==> src/design/tops_pkg.sv <==
// ----------------------------------------------------------------------------
// tops_pkg
// Shared types and constants for the thermal and overcurrent protection unit.
// ----------------------------------------------------------------------------
package tops_pkg;

    localparam int unsigned ADDR_W = 4;

    // Register indexes: paddr[3:2]
    typedef enum logic [1:0] {
        REG_CURRENT_LIMIT    = 2'd0,
        REG_TRIP_PERSISTENCE = 2'd1,
        REG_HEATSINK_THR     = 2'd2,
        REG_TRANSFORMER_THR  = 2'd3
    } t_reg_idx;

    localparam logic [7:0]  CURRENT_LIMIT_RST    = 8'hFF;
    localparam logic [7:0]  TRIP_PERSISTENCE_RST = 8'd3;
    localparam logic [31:0] THRESHOLDS_RST       = 32'hFFFF_FFFF;
    localparam logic [7:0]  COUNT_MAX            = 8'hFF;

    typedef enum logic [1:0] {
        MODE_NORMAL   = 2'd0,
        MODE_FAN      = 2'd1,
        MODE_SHUTDOWN = 2'd2
    } t_mode;

    // Threshold register layout, high byte first
    typedef struct packed {
        logic [7:0] shut_release;
        logic [7:0] fan_release;
        logic [7:0] shut_on;
        logic [7:0] fan_on;
    } t_thresholds;

    typedef struct packed {
        logic [7:0] current_sample;
        logic [7:0] heatsink_sample;
        logic [7:0] transformer_sample;
    } t_in_item;

    typedef struct packed {
        logic       fan_on;
        logic       overcurrent_trip;
        logic [1:0] heatsink_mode;
        logic       heatsink_alarm;
        logic [1:0] transformer_mode;
        logic       transformer_alarm;
        logic       shutdown_request;
    } t_out_item;

    // One sensor's status after the step
    typedef struct packed {
        logic  fan;
        t_mode mode;
        logic  alarm;
    } t_sensor_out;

endpackage

==> src/design/tops_sensor.sv <==
// ----------------------------------------------------------------------------
// tops_sensor
// Three-state hysteresis machine for one temperature sensor, sticky alarm.
// ----------------------------------------------------------------------------
module tops_sensor
    import tops_pkg::*;
(
    input  logic        i_clk,
    input  logic        i_rst_n,
    input  logic        i_adv,
    input  logic [7:0]  i_sample,
    input  t_thresholds i_thr,
    output t_sensor_out o_next
);

    t_mode r_state;
    t_mode n_state;
    logic  r_flag;
    logic  n_flag;

    // next state
    always_comb begin
        n_state = r_state;
        unique case (r_state)
            MODE_NORMAL: begin
                if (i_sample > i_thr.shut_on) begin
                    n_state = MODE_SHUTDOWN;
                end else if (i_sample > i_thr.fan_on) begin
                    n_state = MODE_FAN;
                end else begin
                    n_state = MODE_NORMAL;
                end
            end
            MODE_FAN: begin
                if (i_sample > i_thr.fan_release) begin
                    n_state = MODE_FAN;
                end else begin
                    n_state = MODE_NORMAL;
                end
            end
            default: begin
                // shutdown, and the unused code treated as shutdown
                if (i_sample > i_thr.shut_release) begin
                    n_state = MODE_SHUTDOWN;
                end else if (i_sample > i_thr.fan_release) begin
                    n_state = MODE_FAN;
                end else begin
                    n_state = MODE_NORMAL;
                end
            end
        endcase
    end

    // outputs: alarm follows the destination, fan is any non-normal state
    always_comb begin
        n_flag = r_flag;
        unique case (n_state)
            MODE_SHUTDOWN: n_flag = 1'b1;
            MODE_NORMAL:   n_flag = (r_state == MODE_FAN) ? r_flag : 1'b0;
            default:       n_flag = r_flag;
        endcase
        o_next.fan   = (n_state != MODE_NORMAL);
        o_next.mode  = n_state;
        o_next.alarm = n_flag;
    end

    always_ff @(posedge i_clk) begin
        if (!i_rst_n) begin
            r_state <= MODE_NORMAL;
            r_flag  <= 1'b0;
        end else if (i_adv) begin
            r_state <= n_state;
            r_flag  <= n_flag;
        end
    end

endmodule

==> src/design/tops_ocp.sv <==
// ----------------------------------------------------------------------------
// tops_ocp
// Overcurrent persistence counter, saturating, with trip decision.
// ----------------------------------------------------------------------------
module tops_ocp
    import tops_pkg::*;
(
    input  logic       i_clk,
    input  logic       i_rst_n,
    input  logic       i_adv,
    input  logic [7:0] i_current,
    input  logic [7:0] i_limit,
    input  logic [7:0] i_persist,
    output logic       o_trip
);

    logic [7:0] r_count;
    logic [7:0] n_count;
    logic       over;

    always_comb begin
        over = (i_current >= i_limit);
        if (!over) begin
            n_count = '0;
        end else if (r_count == COUNT_MAX) begin
            n_count = r_count;
        end else begin
            n_count = r_count + 8'd1;
        end
        o_trip = over && (n_count >= i_persist);
    end

    always_ff @(posedge i_clk) begin
        if (!i_rst_n) begin
            r_count <= '0;
        end else if (i_adv) begin
            r_count <= n_count;
        end
    end

endmodule

==> src/design/thermal_overcurrent_protection_unit.sv <==
// ----------------------------------------------------------------------------
// thermal_overcurrent_protection_unit
// Overcurrent persistence trip plus two hysteresis thermal machines with
// sticky alarms, combined fan and shutdown outputs.
// ----------------------------------------------------------------------------
//
//  channel  | handshake                       | payload
//  ---------+---------------------------------+------------------------------
//  input    | i_in_valid  / o_in_ready        | i_in_data  (t_in_item)
//  output   | o_out_valid / i_out_ready       | o_out_data (t_out_item)
//  config   | psel, penable, pwrite / pready  | paddr, pwdata, prdata
//
//  One sample set per cycle sustained while i_out_ready stays high. A transfer
//  lands in the input register, the decision logic works on it and the result
//  register loads from it, raising o_out_valid.
//  Stalls: the input register advances whenever the result register is empty
//  or being drained, so input and output stall independently by one stage.
//  Reset (synchronous, active low) clears valids, counter and machines, and
//  loads the configuration registers with their defaults.
// ----------------------------------------------------------------------------
module thermal_overcurrent_protection_unit
    import tops_pkg::*;
(
    input  logic              i_clk,
    input  logic              i_rst_n,
    // sample input
    input  logic              i_in_valid,
    output logic              o_in_ready,
    input  t_in_item          i_in_data,
    // result output
    output logic              o_out_valid,
    input  logic              i_out_ready,
    output t_out_item         o_out_data,
    // configuration
    input  logic              psel,
    input  logic              penable,
    input  logic              pwrite,
    input  logic [ADDR_W-1:0] paddr,
    input  logic [31:0]       pwdata,
    output logic [31:0]       prdata,
    output logic              pready
);

    // ---------------- configuration registers ----------------
    logic [7:0]  r_current_limit;
    logic [7:0]  r_trip_persistence;
    logic [31:0] r_heatsink_thr;
    logic [31:0] r_transformer_thr;
    logic        cfg_wr;
    t_reg_idx    cfg_idx;

    assign pready  = 1'b1;
    assign cfg_wr  = psel && penable && pwrite && pready;
    assign cfg_idx = t_reg_idx'(paddr[3:2]);   // byte lanes ignored

    always_ff @(posedge i_clk) begin
        if (!i_rst_n) begin
            r_current_limit    <= CURRENT_LIMIT_RST;
            r_trip_persistence <= TRIP_PERSISTENCE_RST;
            r_heatsink_thr     <= THRESHOLDS_RST;
            r_transformer_thr  <= THRESHOLDS_RST;
        end else if (cfg_wr) begin
            unique case (cfg_idx)
                REG_CURRENT_LIMIT:    r_current_limit    <= pwdata[7:0];
                REG_TRIP_PERSISTENCE: r_trip_persistence <= pwdata[7:0];
                REG_HEATSINK_THR:     r_heatsink_thr     <= pwdata;
                REG_TRANSFORMER_THR:  r_transformer_thr  <= pwdata;
            endcase
        end
    end

    always_comb begin
        unique case (cfg_idx)
            REG_CURRENT_LIMIT:    prdata = {24'd0, r_current_limit};
            REG_TRIP_PERSISTENCE: prdata = {24'd0, r_trip_persistence};
            REG_HEATSINK_THR:     prdata = r_heatsink_thr;
            REG_TRANSFORMER_THR:  prdata = r_transformer_thr;
        endcase
    end

    // ---------------- input register ----------------
    logic      r_in_valid;
    t_in_item  r_in;
    logic      adv;         // item moves from input register to result register
    logic      r_out_valid;
    t_out_item r_out;

    assign adv        = r_in_valid && (!r_out_valid || i_out_ready);
    assign o_in_ready = !r_in_valid || adv;

    always_ff @(posedge i_clk) begin
        if (!i_rst_n) begin
            r_in_valid <= 1'b0;
        end else if (o_in_ready) begin
            r_in_valid <= i_in_valid;
        end
    end

    always_ff @(posedge i_clk) begin
        if (o_in_ready && i_in_valid) begin
            r_in <= i_in_data;
        end
    end

    // ---------------- decision logic ----------------
    logic        trip;
    t_sensor_out hs_next;
    t_sensor_out tr_next;
    t_out_item   n_out;

    tops_ocp u_ocp (
        .i_clk     (i_clk),
        .i_rst_n   (i_rst_n),
        .i_adv     (adv),
        .i_current (r_in.current_sample),
        .i_limit   (r_current_limit),
        .i_persist (r_trip_persistence),
        .o_trip    (trip)
    );

    tops_sensor u_heatsink (
        .i_clk    (i_clk),
        .i_rst_n  (i_rst_n),
        .i_adv    (adv),
        .i_sample (r_in.heatsink_sample),
        .i_thr    (t_thresholds'(r_heatsink_thr)),
        .o_next   (hs_next)
    );

    tops_sensor u_transformer (
        .i_clk    (i_clk),
        .i_rst_n  (i_rst_n),
        .i_adv    (adv),
        .i_sample (r_in.transformer_sample),
        .i_thr    (t_thresholds'(r_transformer_thr)),
        .o_next   (tr_next)
    );

    always_comb begin
        n_out.fan_on            = hs_next.fan || tr_next.fan;
        n_out.overcurrent_trip  = trip;
        n_out.heatsink_mode     = hs_next.mode;
        n_out.heatsink_alarm    = hs_next.alarm;
        n_out.transformer_mode  = tr_next.mode;
        n_out.transformer_alarm = tr_next.alarm;
        n_out.shutdown_request  = trip || (hs_next.mode == MODE_SHUTDOWN)
                                       || (tr_next.mode == MODE_SHUTDOWN);
    end

    // ---------------- result register ----------------
    always_ff @(posedge i_clk) begin
        if (!i_rst_n) begin
            r_out_valid <= 1'b0;
        end else if (adv) begin
            r_out_valid <= 1'b1;
        end else if (i_out_ready) begin
            r_out_valid <= 1'b0;
        end
    end

    always_ff @(posedge i_clk) begin
        if (adv) begin
            r_out <= n_out;
        end
    end

    assign o_out_valid = r_out_valid;
    assign o_out_data  = r_out;

`ifndef SYNTHESIS
    // an empty input register always takes a transfer
    a_ready_when_empty: assert property (@(posedge i_clk) disable iff (!i_rst_n)
        !r_in_valid |-> o_in_ready)
        else $error("input register empty but not ready");

    // unused mode code never reaches the output
    a_mode_legal: assert property (@(posedge i_clk) disable iff (!i_rst_n)
        r_out_valid |-> (r_out.heatsink_mode != 2'd3) && (r_out.transformer_mode != 2'd3))
        else $error("illegal sensor mode in result");

    // shutdown always carries the sticky alarm
    a_shutdown_alarm: assert property (@(posedge i_clk) disable iff (!i_rst_n)
        r_out_valid && ((r_out.heatsink_mode == MODE_SHUTDOWN && !r_out.heatsink_alarm)
                     || (r_out.transformer_mode == MODE_SHUTDOWN
                         && !r_out.transformer_alarm)) |-> 1'b0)
        else $error("shutdown mode without alarm");

    // any non-normal sensor drives the fan
    a_fan_demand: assert property (@(posedge i_clk) disable iff (!i_rst_n)
        r_out_valid && ((r_out.heatsink_mode != MODE_NORMAL)
                     || (r_out.transformer_mode != MODE_NORMAL)) |-> r_out.fan_on)
        else $error("sensor out of normal but fan off");
`endif

endmodule

==> config.mk <==
export PLATFORM = sky130hd
export DESIGN_NAME = thermal_overcurrent_protection_unit
export DESIGN_NICKNAME = d
export VERILOG_FILES = /design/src/design/tops_pkg.sv /design/src/design/tops_sensor.sv /design/src/design/tops_ocp.sv /design/src/design/thermal_overcurrent_protection_unit.sv
export SDC_FILE = /design/constraint.sdc
export NUM_CORES = 1
export LEC_CHECK = 0
export BUFFER_PORTS_ARGS = -buffer_cell sky130_fd_sc_hd__buf_2
export CORE_MARGIN = 2
export CORE_UTILIZATION = 50
export DETAILED_ROUTE_END_ITERATION = 16
export HOLD_SLACK_MARGIN = 0.02
export PLACE_DENSITY = 0.72
export RECOVER_POWER = 100
export SKIP_LAST_GASP = 1
export SYNTH_ARGS = -nofsm -noshare
export SYNTH_HDL_FRONTEND = slang
export SYNTH_SLANG_ARGS = --single-unit
==> constraint.sdc <==
create_clock -name i_clk -period 6 [get_ports i_clk]
set_clock_uncertainty 0.05 [all_clocks]
set_input_delay 0.9 -clock i_clk [delete_from_list [all_inputs] [get_ports i_clk]]
set_output_delay 0.9 -clock i_clk [all_outputs]
set_load 0.02 [all_outputs]
# ---- After elaboration in Yosys (flattened, before gate mapping)
# Index checks and enable logic that the tools add are counted.
dict set report word_totals {
  register_bits 129
  latchBits 0
  ram_bits 0
  romBits 0
  input_bits 67
  out_inout_bits 44
  word_cells 83
  mem_count 0
}
dict set report classes {
  addsub 1
  n_mul 0
  div_mod_pow 0
  magnitude_cmp 10
  n_eq_ne 8
  shifts 0
  mux 19
  bitwise_logic 0
  reduce_logical 24
}
# op n
set op_table {}
lappend op_table {{$pmux 32 s4} 1}
lappend op_table {{$gt 8x8->1} 8}
lappend op_table {{$ge 8x8->1} 2}
lappend op_table {{$mux 8} 2}
lappend op_table {{$logic_not 2->1} 5}
lappend op_table {{$add 8x1->8 const B} 1}
lappend op_table {{$eq 2x2->1 const B} 4}
lappend op_table {{$eq 8x8->1 const B} 1}
lappend op_table {{$mux 1} 8}
lappend op_table {{$mux 2} 4}
lappend op_table {{$pmux 2 s2} 2}
lappend op_table {{$reduce_and 2->1} 4}
lappend op_table {{$eq 2x1->1 const B} 3}
lappend op_table {{$reduce_bool 2->1} 3}
lappend op_table {{$logic_and 1x1->1} 5}
lappend op_table {{$logic_or 1x1->1} 5}
lappend op_table {{$pmux 1 s2} 2}
lappend op_table {{$logic_not 1->1} 2}

# ---- Longest topological paths before layout
# Gate-level depths: netlist of the first run.
dict set report depth {
  depth_word 7
  ltp_mapped 17
  ltp_nobuf 16
}

# ---- Modules after synthesis
# From an unflattened synthesis of the first run, not the netlist that was laid out.
dict set report unflattened {
  hier_cells 845
  hier_area_um2 7870.0
}
# module n_inst cells_each area_each_um2 seq_area_each_um2
set modules_own_cells {}
lappend modules_own_cells {thermal_overcurrent_protection_unit 1 450 4917.2 2632.5}
lappend modules_own_cells {tops_sensor 2 136 1011.0 60.1}
lappend modules_own_cells {tops_ocp 1 123 930.9 160.2}

# ---- Worst setup path before layout of the first run
# OpenSTA, ideal clock, no wires.
dict set report synth_path {
  path_kind {register -> register}
  start {register r_in[16] (netlist name)}
  end {register r_out (netlist bit o_out_data[0]) (data pin)}
  setup_ps 265
  arrival_ps 2905
  required_time_ps 5685
  setup_slack_ps 2780
  path_stages_with_launch 18
  n_path_buf 1
  synth_period_minus_slack_ps 3220
  path_cell_list {edfxtp_1 -> inv_1 -> ha_1 -> nand2b_1 -> a21o_1 -> a21o_1 -> a211oi_2 -> nand2b_1 -> buf_4 -> nand2b_1 -> ha_1 -> nand2b_1 -> a21o_1 -> a21oi_1 -> nor2b_1 -> o211ai_1 -> a221oi_2 -> or3_1}
}
# item line
set synth_lines {}
lappend synth_lines {{start: declaration} thermal_overcurrent_protection_unit.sv:83} ;# t_in_item r_in;
lappend synth_lines {{start signal: assignment} thermal_overcurrent_protection_unit.sv:101} ;# r_in <= i_in_data;
lappend synth_lines {{end signal: assignment} thermal_overcurrent_protection_unit.sv:163} ;# r_out <= n_out;
lappend synth_lines {{end: declaration} thermal_overcurrent_protection_unit.sv:86} ;# t_out_item r_out;

# ---- Worst setup path in the final report of the first run
dict set report layout_path {
  start {input port paddr[3]}
  end {register r_transformer_thr[27]}
}
dict set report layout_via {
  elab_chain_len 2
}
# item line
set layout_lines {}
lappend layout_lines {{start: declaration} thermal_overcurrent_protection_unit.sv:38} ;# input logic [ADDR_W-1:0] paddr,
lappend layout_lines {{$eq 2x2->1} thermal_overcurrent_protection_unit.sv:63} ;# unique case (cfg_idx)
lappend layout_lines {{$reduce_and 2->1 (no source line)} n/a}
lappend layout_lines {{end signal: assignment} thermal_overcurrent_protection_unit.sv:67} ;# REG_TRANSFORMER_THR: r_transformer_thr <= pwdata;
lappend layout_lines {{end: declaration} thermal_overcurrent_protection_unit.sv:48} ;# logic [31:0] r_transformer_thr;
# No other way between the ends.
# A chain may end at the register's enable or synchronous reset.

==> results of run 1 <==
==> routing by layer <==
layer	part of all wire, %	global-route usage, %
met5	0	0
met4	3.1	10.7
met3	5.4	5.72
met2	46	38.8
met1	45	31.9
==> area by class of cell <==
cell class / count / area (um2)
clock buffer: 17 / 425
clock inverter: 15 / 165
fill: 1248 / 5630
inverter: 81 / 305
multi-input combinational: 524 / 3820
sequential: 129 / 2910
tap: 180 / 225
timing repair buffer: 112 / 510
==> registers in the layout (all words and copies together), names as in the netlist, 2 cells and up <==
signal,cells
r_heatsink_thr,32
r_transformer_thr,32
r_in,24
u_transformer.r_state,2
r_current_limit,8
u_heatsink.r_state,2
o_out_data,9
u_ocp.r_count,8
r_trip_persistence,8
==> synth_stat cells, types with 2 or more instances <==
library cell,number
o221ai_1,4
or3_1,3
nand3_1,14
dfxtp_1,96
o211ai_1,70
clkbuf_1,26
a21o_1,8
o21a_1,8
nand2_1,104
nor2b_1,39
nor3_1,7
and3_1,7
edfxtp_1,33
xnor2_1,2
ha_1,81
mux2i_1,34
inv_1,80
o21ai_1,5
mux4_2,8
nand2b_1,6
buf_2,5
xor2_1,2
a21oi_1,31
nand4_1,15
nor2b_4,2
nor2_1,24
a2111oi_0,2
o21ai_0,18
nor3b_1,2
and2_1,4
buf_1,2
buf_4,2
a211o_1,2
==> power groups by stage <==
stage	clock (mW)	combinational, mW	sequential [mW]
after floorplan	0	0.138	0.954
after global placement	0	0.209	0.962
after detailed placement	0	0.213	0.963
after CTS	1.05	0.215	0.944
after global routing	1.09	0.232	0.947
final	1.04	0.208	0.945
==> through the flow <==
stage / instance area, um2 / cells / hold slack (ns) / total power, mW
floorplan: 7220 / 769 / 0.405 / 1.09
global placement: 7880 / 1026 / 0.425 / 1.17
detailed placement: 7880 / 1026 / 0.437 / 1.18
CTS: 8470 / 1058 / 0.444 / 2.21
global route: 8360 / 1058 / 0.461 / 2.27
finish: 8360 / 1058 / 0.443 / 2.20
==> worst max-delay path: stages <==
cell	delay [ns]
clkbuf_1	1.28
and3_1	1.85
nand2_1	0.18
o211ai_1	0.19
==> final timing paths <==
check                           depth (start not counted)                     to             startpoint
worst max-delay path                                    4  r_transformer_thr[27]               paddr[3]
worst min-delay path                                    2  r_transformer_thr[16]  r_transformer_thr[16]
worst max register to register                         16          o_out_data[0]               r_in[16]
worst min register to register                          2  r_transformer_thr[16]  r_transformer_thr[16]
==> cells by family after synthesis <==
group	share of synthesized area [%]
muxes	7.21
AOI/OAI and AO/OA	15.5
DFF	40.4
other	0.0520
and+or+nand+nor	16.1
xor gates and xnor gates	0.486
adders and majority gates	14.0
buffers and inverters	6.24
==> metrics, run 1 <==
RePlAce Congestion=approximately 0.87; post-CTS setup buffer count=0; clk sinks=around 130; worst skew pair latency=0.43 ns; pin count of the biggest net entering global routing=just over 90; max-slew violations=123; register area share after synthesis=between 40% and 50%; initial antenna violation count=0; dpl ws=roughly 2.3 ns; switching share of power=between 20 and 25%; Comb pwr share=about a tenth; setup TNS=0 ns; leading cell types in the layout, fill and taps excluded=nand2_1 (105), dfxtp_1 (96), ha_1 (81); Worst IR Drop VDD=approximately 0.2 mV; die height=around 120 um; Final Cycle Share=a little over two thirds; drt first pass iters=5; cts hold-fix bufs=0; unrepaired setup endpoints after global routing=no; Fin. Hold Viols=0; first-pass GRT wire length=28,200 um; Tot GR Track Use=24.5%; type of the most critical hold path=register to register; clock tree root buffer cell=clkbuf_16; 1st-iter DRT viols=between 300 and 400; Final nets=1,013; CP Data Required Time=approximately 6.3 ns; Reg power frac=approximately 43%; Max-Cap Viols=4; largest area contributor in the netlist=dfxtp_1; n_diodes=0; syn_nets=just over 900; Initial Utilization=between 50% and 60%; Pleak=around 4 nW; Mapped Area=7220 um2; core area=~14,000 um2; sw power=0.545 mW; cts bufs inserted=17; P&R area growth vs syn=15.9%; Worst Tran Pin Value=~2.2 ns; crit path max fanout=60; drt via density=5.63; Final Worst Setup Slack=around 1.8 ns; Data arrival, critical path=between 4 and 5 ns; crit end category=register; Most used DFF post-synth=dfxtp_1; die width=124 um; Ports=about 110; FFs w/ async S/R, synth=0%; EDFF count, synth=33; Yosys top cell area share=26.6%; vias in the first global route=about 5,500; CTS max path bufs=2; internal power=about 1.6 mW; top cells by area, synth=dfxtp_1 (27%), ha_1 (14%), edfxtp_1 (14%); number of gates resized after cts=0; Yosys warning count=0; DRT antenna net count=0; R2R Setup Slk=roughly 2.3 ns; CTS tree=built; post-synthesis cell count=roughly 770; fmax=between 200 and 250 MHz; min cycle time layout=about 4.2 ns; Rel. slew slack=-46.9%; Synth Area per Inst=~9.4 um2; status=complete, but fails checks; Clk network pwr share=roughly 48%; Die ar.=15,400 um2; Worst-path clk slew=0.06 ns; Max H-tree Level=4; Residual DRC=0; Yosys reg bits=between 100 and 150; vias=approximately 6,000; Pwr Density=roughly 260 nW/um2; final WL=18,300 um; total gr overflow=0; dpl hpwl=12,800 um; PortBufs=107; DR WL/cell=17.3 um; most common cell after layout, fill and taps aside=nand2_1; crit start category=input port; Core Util, Final=59.8%; Yosys cell types=56; share of cells above drive strength 1=12.4%; failing checks=capacitance limit, slew limit; crit path kind=input port to register; Rows=43; final setup vio count=0
Note: power is estimated with default switching activity, not from simulation.
==> run 2: changes to the inputs <==
clock period = 3.9 ns   (was 6 ns; I/O delays follow)
==> run 2 against run 1 <==
The run still ends with capacitance limit, slew limit left. Final cell count increased by 0.19%. Clock power grew 63%. Count of clock-buffer cells in the layout is the same. Final area up 1.3%. Critical path depth grew 12. Non-clock buffer count grew 2. Flip-flop and latch count unchanged. First-iteration DRC count grew 15%. Critical path type is now register to register. Critical endpoint is now o_out_data[0]. Highest routed layer unchanged.
==> metrics, run 2 (synthesized netlist as in run 1, its figures left out) <==
Rows=43; post-CTS setup buffer count=0; internal power=around 2.6 mW; crit end category=register; Residual DRC=0; drt first pass iters=4; post-placement cell count=1,028; final setup vio count=0; P&R area growth vs syn=17.4%; Pleak=between 4 and 5 nW; DRT antenna net count=0; drt via density=between 5 and 6; most common cell after layout, fill and taps aside=nand2_1; Max H-tree Level=4; Clk network pwr share=48.9%; total gr overflow=0; crit path max fanout=3; leading cell types in the layout, fill and taps excluded=nand2_1 (105), dfxtp_1 (96), ha_1 (81); CP Data Required Time=4.01 ns; worst skew pair latency=approximately 0.42 ns; sw power=about 0.86 mW; die width=between 100 and 150 um; Reg power frac=41.8%; Cell Count, Final, Fillers Out=between 1,000 and 1,500; cts bufs inserted=17; Worst IR Drop VDD=just under 0.4 mV; Pwr Density=411 nW/um2; n_diodes=0; Initial Utilization=between 50% and 60%; cts hold-fix bufs=0; unrepaired setup endpoints after global routing=no; Data arrival, critical path=around 3.6 ns; crit start category=register; crit path kind=register to register; Tot GR Track Use=about a quarter; fmax=a little under 300 MHz; Rel. slew slack=-22.3%; Die ar.=roughly 15,000 um2; Ports=around 110; failing checks=capacitance limit, slew limit; final WL=around 18,000 um; first-pass GRT wire length=~29,000 um; RePlAce Congestion=approximately 0.85; registers with the most flip-flops=r_heatsink_thr (32), r_transformer_thr (32), r_in (24); Final nets=slightly above 1,000; PortBufs=about 110; CTS max path bufs=2; 1st-iter DRT viols=approximately 450; status=complete, but fails checks; vias=around 5,900; setup TNS=0 ns; Final Cycle Share=88.8%; initial antenna violation count=0; Worst-path clk slew=roughly 0.060 ns; Total Power=between 3 and 4 mW; clock tree root buffer cell=clkbuf_16; Max-Cap Viols=1; die height=124 um; R2R Setup Slk=0.44 ns; type of the most critical hold path=input port to register; dpl hpwl=13,100 um; pin count of the biggest net entering global routing=85; core area=approximately 14,000 um2; CTS tree=built; clk sinks=129; min cycle time layout=~3.5 ns; number of gates resized after cts=0; Worst Tran Pin Value=around 1.8 ns; dpl ws=0.530 ns; Comb pwr share=roughly a tenth; share of cells above drive strength 1=between 10% and 20%; Hold WS=roughly 0.29 ns; vias in the first global route=between 5,000 and 6,000; Final Worst Setup Slack=approximately 0.44 ns; max-slew violations=38; switching share of power=roughly a quarter; Fin. Hold Viols=0; DR WL/cell=17.3 um
==> run 2: final timing paths <==
| path | start | endpoint | cells past startpoint |
|---|---|---|---|
| setup / recovery | r_in[16] | o_out_data[0] | 16 |
| hold / removal | i_in_data[4] | r_in[4] | 1 |
| setup reg to reg | r_in[16] | o_out_data[0] | 16 |
| hold reg to reg | r_transformer_thr[24] | r_transformer_thr[24] | 2 |
==> run 2: critical path, stage by stage, from the launching register on <==
cell and delay (ns):
edfxtp_1 0.35, inv_1 0.06, ha_1 0.21, nand2b_1 0.14, a21o_1 0.17, a21o_1 0.20
a211oi_1 0.37, nand2b_1 0.18, nand2b_1 0.11, ha_1 0.22, nand2b_1 0.14, a21o_1 0.17
a21oi_1 0.14, nor2b_1 0.06, o211ai_1 0.21, a221oi_2 0.11, or3_1 0.33
==> run 2: cell type report <==
class / count / area (um2)
multi-input combinational: 524 / 3830
sequential: 129 / 2910
tap: 180 / 225
fill: 1251 / 5520
clock inverter: 15 / 209
timing repair buffer: 114 / 563
inverter: 81 / 305
clock buffer: 17 / 425
==> run 2: per-stage QoR <==
step           util, %  cell area, um2
5_1_grt           60.6            8470
3_5_place_dp      56.7            7930
3_3_place_gp      56.7            7930
4_1_cts           61.2            8560
2_1_floorplan        -            7220
6_report          60.6            8470
==> run 2: metal layers <==
metal,GRT usage (%),part of all wire [%]
met5,0,0
met4,8.22,2.1
met3,5.54,5.5
met2,39.7,46
met1,33.4,47
==> run 2: power groups by stage <==
stage / clock [mW] / combinational, mW / sequential (mW)
final: 1.70 / 0.323 / 1.45
after global routing: 1.77 / 0.362 / 1.46
after CTS: 1.71 / 0.333 / 1.45
after detailed placement: 0 / 0.329 / 1.48
after global placement: 0 / 0.326 / 1.48
after floorplan: 0 / 0.212 / 1.47
==> run 3: changes to the inputs <==
PLACE_DENSITY = 0.84   (was 0.72)
REMOVE_ABC_BUFFERS = 1   (was default)
SETUP_SLACK_MARGIN = 0.5   (was default)
==> run 3 against run 2 <==
First-iteration DRC count is 1.3% higher. The run still ends with capacitance limit, slew limit left. Sequential power hardly changed. Setup slack better by 0.029 ns. Final area is 1.1% lower. Routed wire length is 2.2% lower. Critical endpoint unchanged. Final cell count is 0.19% higher. Fmax is 0.86% higher. Largest cell class unchanged. Largest power group unchanged. Combinational power hardly changed. Total power is 4.2% lower.
==> metrics, run 3 (synthesized netlist as in run 1, its figures left out) <==
Worst-path clk slew=~0.060 ns; clock tree root buffer cell=clkbuf_16; Total Power=roughly 3.3 mW; most common cell after layout, fill and taps aside=nand2_1; dpl hpwl=12,900 um; R2R Setup Slk=roughly 0.47 ns; sw power=between 0.8 and 0.9 mW; CP Launch Point=r_current_limit[5]; registers with the most flip-flops=r_heatsink_thr (32), r_transformer_thr (32), r_in (24); Max-Cap Viols=3; clk sinks=about 130; DRT antenna net count=0; Residual DRC=0; max-slew violations=around 140; Reg power frac=between 40 and 50%; switching share of power=between 20% and 30%; Clk network pwr share=a little under half; Initial Utilization=51.6%; n_diodes=0; first-pass GRT wire length=roughly 28,000 um; reg2reg end=o_out_data[0]; Pwr Density=~400 nW/um2; critical path's slowest cell=a2111o_1; Worst Tran Pin Value=roughly 1.9 ns; Min-Delay Path Depth=1; failing checks=capacitance limit, slew limit; pin count of the biggest net entering global routing=91; Rows=43; post-CTS setup buffer count=0; die height=124 um; vias in the first global route=5,573; fmax=approximately 290 MHz; RePlAce Congestion=approximately 0.9; 1st-iter DRT viols=451; leading cell types in the layout, fill and taps excluded=nand2_1 (105), dfxtp_1 (96), ha_1 (81); CTS tree=built; Worst IR Drop VDD=0.327 mV; Tot GR Track Use=24.2%; Core Util, Final=59.9%; Fin. Hold Viols=0; dpl ws=about 0.52 ns; Hold Crit Endpoint=r_in[10]; setup TNS=0 ns; final WL=between 15,000 and 20,000 um; drt first pass iters=8; cts hold-fix bufs=0; Final nets=1,017; worst skew pair latency=around 0.44 ns; status=complete, but fails checks; type of the most critical hold path=input port to register; share of cells above drive strength 1=about an eighth; Final Cycle Share=between 80% and 90%; R2R depth=14; buffers and inverters on the worst path=1; total gr overflow=0; crit path kind=register to register; Pleak=4.02 nW; vias=around 6,000; crit end category=register; DR WL/cell=roughly 17 um; crit start category=register; unrepaired setup endpoints after global routing=yes; crit path max fanout=3; worst reg2reg path startpoint=r_current_limit[5]; P&R area growth vs syn=16.1%; initial antenna violation count=0; Max H-tree Level=4; Comb pwr share=just under 10%; Final Worst Setup Slack=around 0.47 ns; Data arrival, critical path=~3.6 ns; cts bufs inserted=17; Filler cells=about 1,200; CTS max path bufs=2; min cycle time layout=approximately 3.4 ns; CP top delay family=compound AO/OA/AOI/OAI gates; die width=roughly 120 um; PortBufs=107; Max stage delay on crit path=around 0.41 ns; Ports=111; Rel. slew slack=-25.3%; Min-Delay Startpoint=i_in_data[10]; CP Data Required Time=between 4 and 5 ns; internal power=approximately 2.5 mW; Hold WS=around 0.27 ns; worst path cell trace=inv_1 > ha_1 > a2111o_1 > a211oi_1 > nand2b_4 > nand2b_1 > ha_1 > nand2b_1 > a21o_1 > a21oi_2 > nor2b_1 > o211ai_1 > a221oi_1 > or3_1; Die ar.=roughly 15,000 um2; core area=14,000 um2; final setup vio count=0; drt via density=5.74
==> run 3: cell count changes in the layout (fill, tap and decap cells not counted), moves of 3 or more <==
| cell | previous run | this run |
|---|---|---|
| buf_12 | 3 | 0 |
| buf_2 | 63 | 59 |
| clkbuf_2 | 0 | 4 |
| clkinv_2 | 1 | 4 |
| clkbuf_1 | 46 | 52 |
| bufinv_16 | 4 | 1 |
| clkinv_4 | 5 | 1 |
==> run 3: power groups by stage <==
stage | clock [mW] | sequential [mW] | combinational (mW)
2_1_floorplan | 0 | 1.47 | 0.187
3_3_place_gp | 0 | 1.47 | 0.321
3_5_place_dp | 0 | 1.47 | 0.330
4_1_cts | 1.56 | 1.45 | 0.335
5_1_grt | 1.62 | 1.45 | 0.360
6_report | 1.56 | 1.45 | 0.326
==> run 3: worst max-delay path by stage <==
stage | to | slack [ns] | cells after the start
after floorplan | o_out_data[0] | 0.63 | 16
after global placement | o_out_data[0] | 0.58 | 11
after detailed placement | o_out_data[0] | 0.52 | 11
after CTS | o_out_data[0] | 0.54 | 14
after global routing | r_transformer_thr[13] | 0.29 | 5
final | o_out_data[0] | 0.47 | 14
==> run 3: per-layer routing <==
| metal | GRT usage [%] | routed length, um |
|---|---|---|
| met2 | 38.0 | 8340 |
| met1 | 32.2 | 8040 |
| met4 | 9.69 | 345 |
| met5 | 0 | 0 |
| met3 | 5.82 | 1240 |
==> run 3: cell type report <==
cell class	count	area (um2)	share of cell area, %
multi-input combinational	524	3820	45.6
sequential	129	2910	34.8
timing repair buffer	116	533	6.36
clock buffer	23	500	5.97
inverter	81	305	3.64
tap	180	225	2.69
clock inverter	9	77.6	0.926
==> run 3: repair_timing <==
action | in CTS | in global routing
endpoints found under the setup margin | 1 | 1
resized for setup | 1 | 3
pin swaps | 0 | 4
gates cloned | 0 | 0
==> run 3: worst reg2reg max path: cells and delay by family, from the launching register on <==
family,cells,cell delay (ns)
AND/OR/NAND/NOR,5,0.84
flip-flops,1,0.33
AO/OA/AOI/OAI,6,1.39
buffers and inverters,1,0.06
adder cells (fa/ha/maj),2,0.51
==> run 3: metrics by stage <==
step	instance area, um2	cells
final	8380	1062
after global routing	8380	1062
after CTS	8500	1062
after detailed placement	7920	1030
after global placement	7920	1030
after floorplan	7070	734
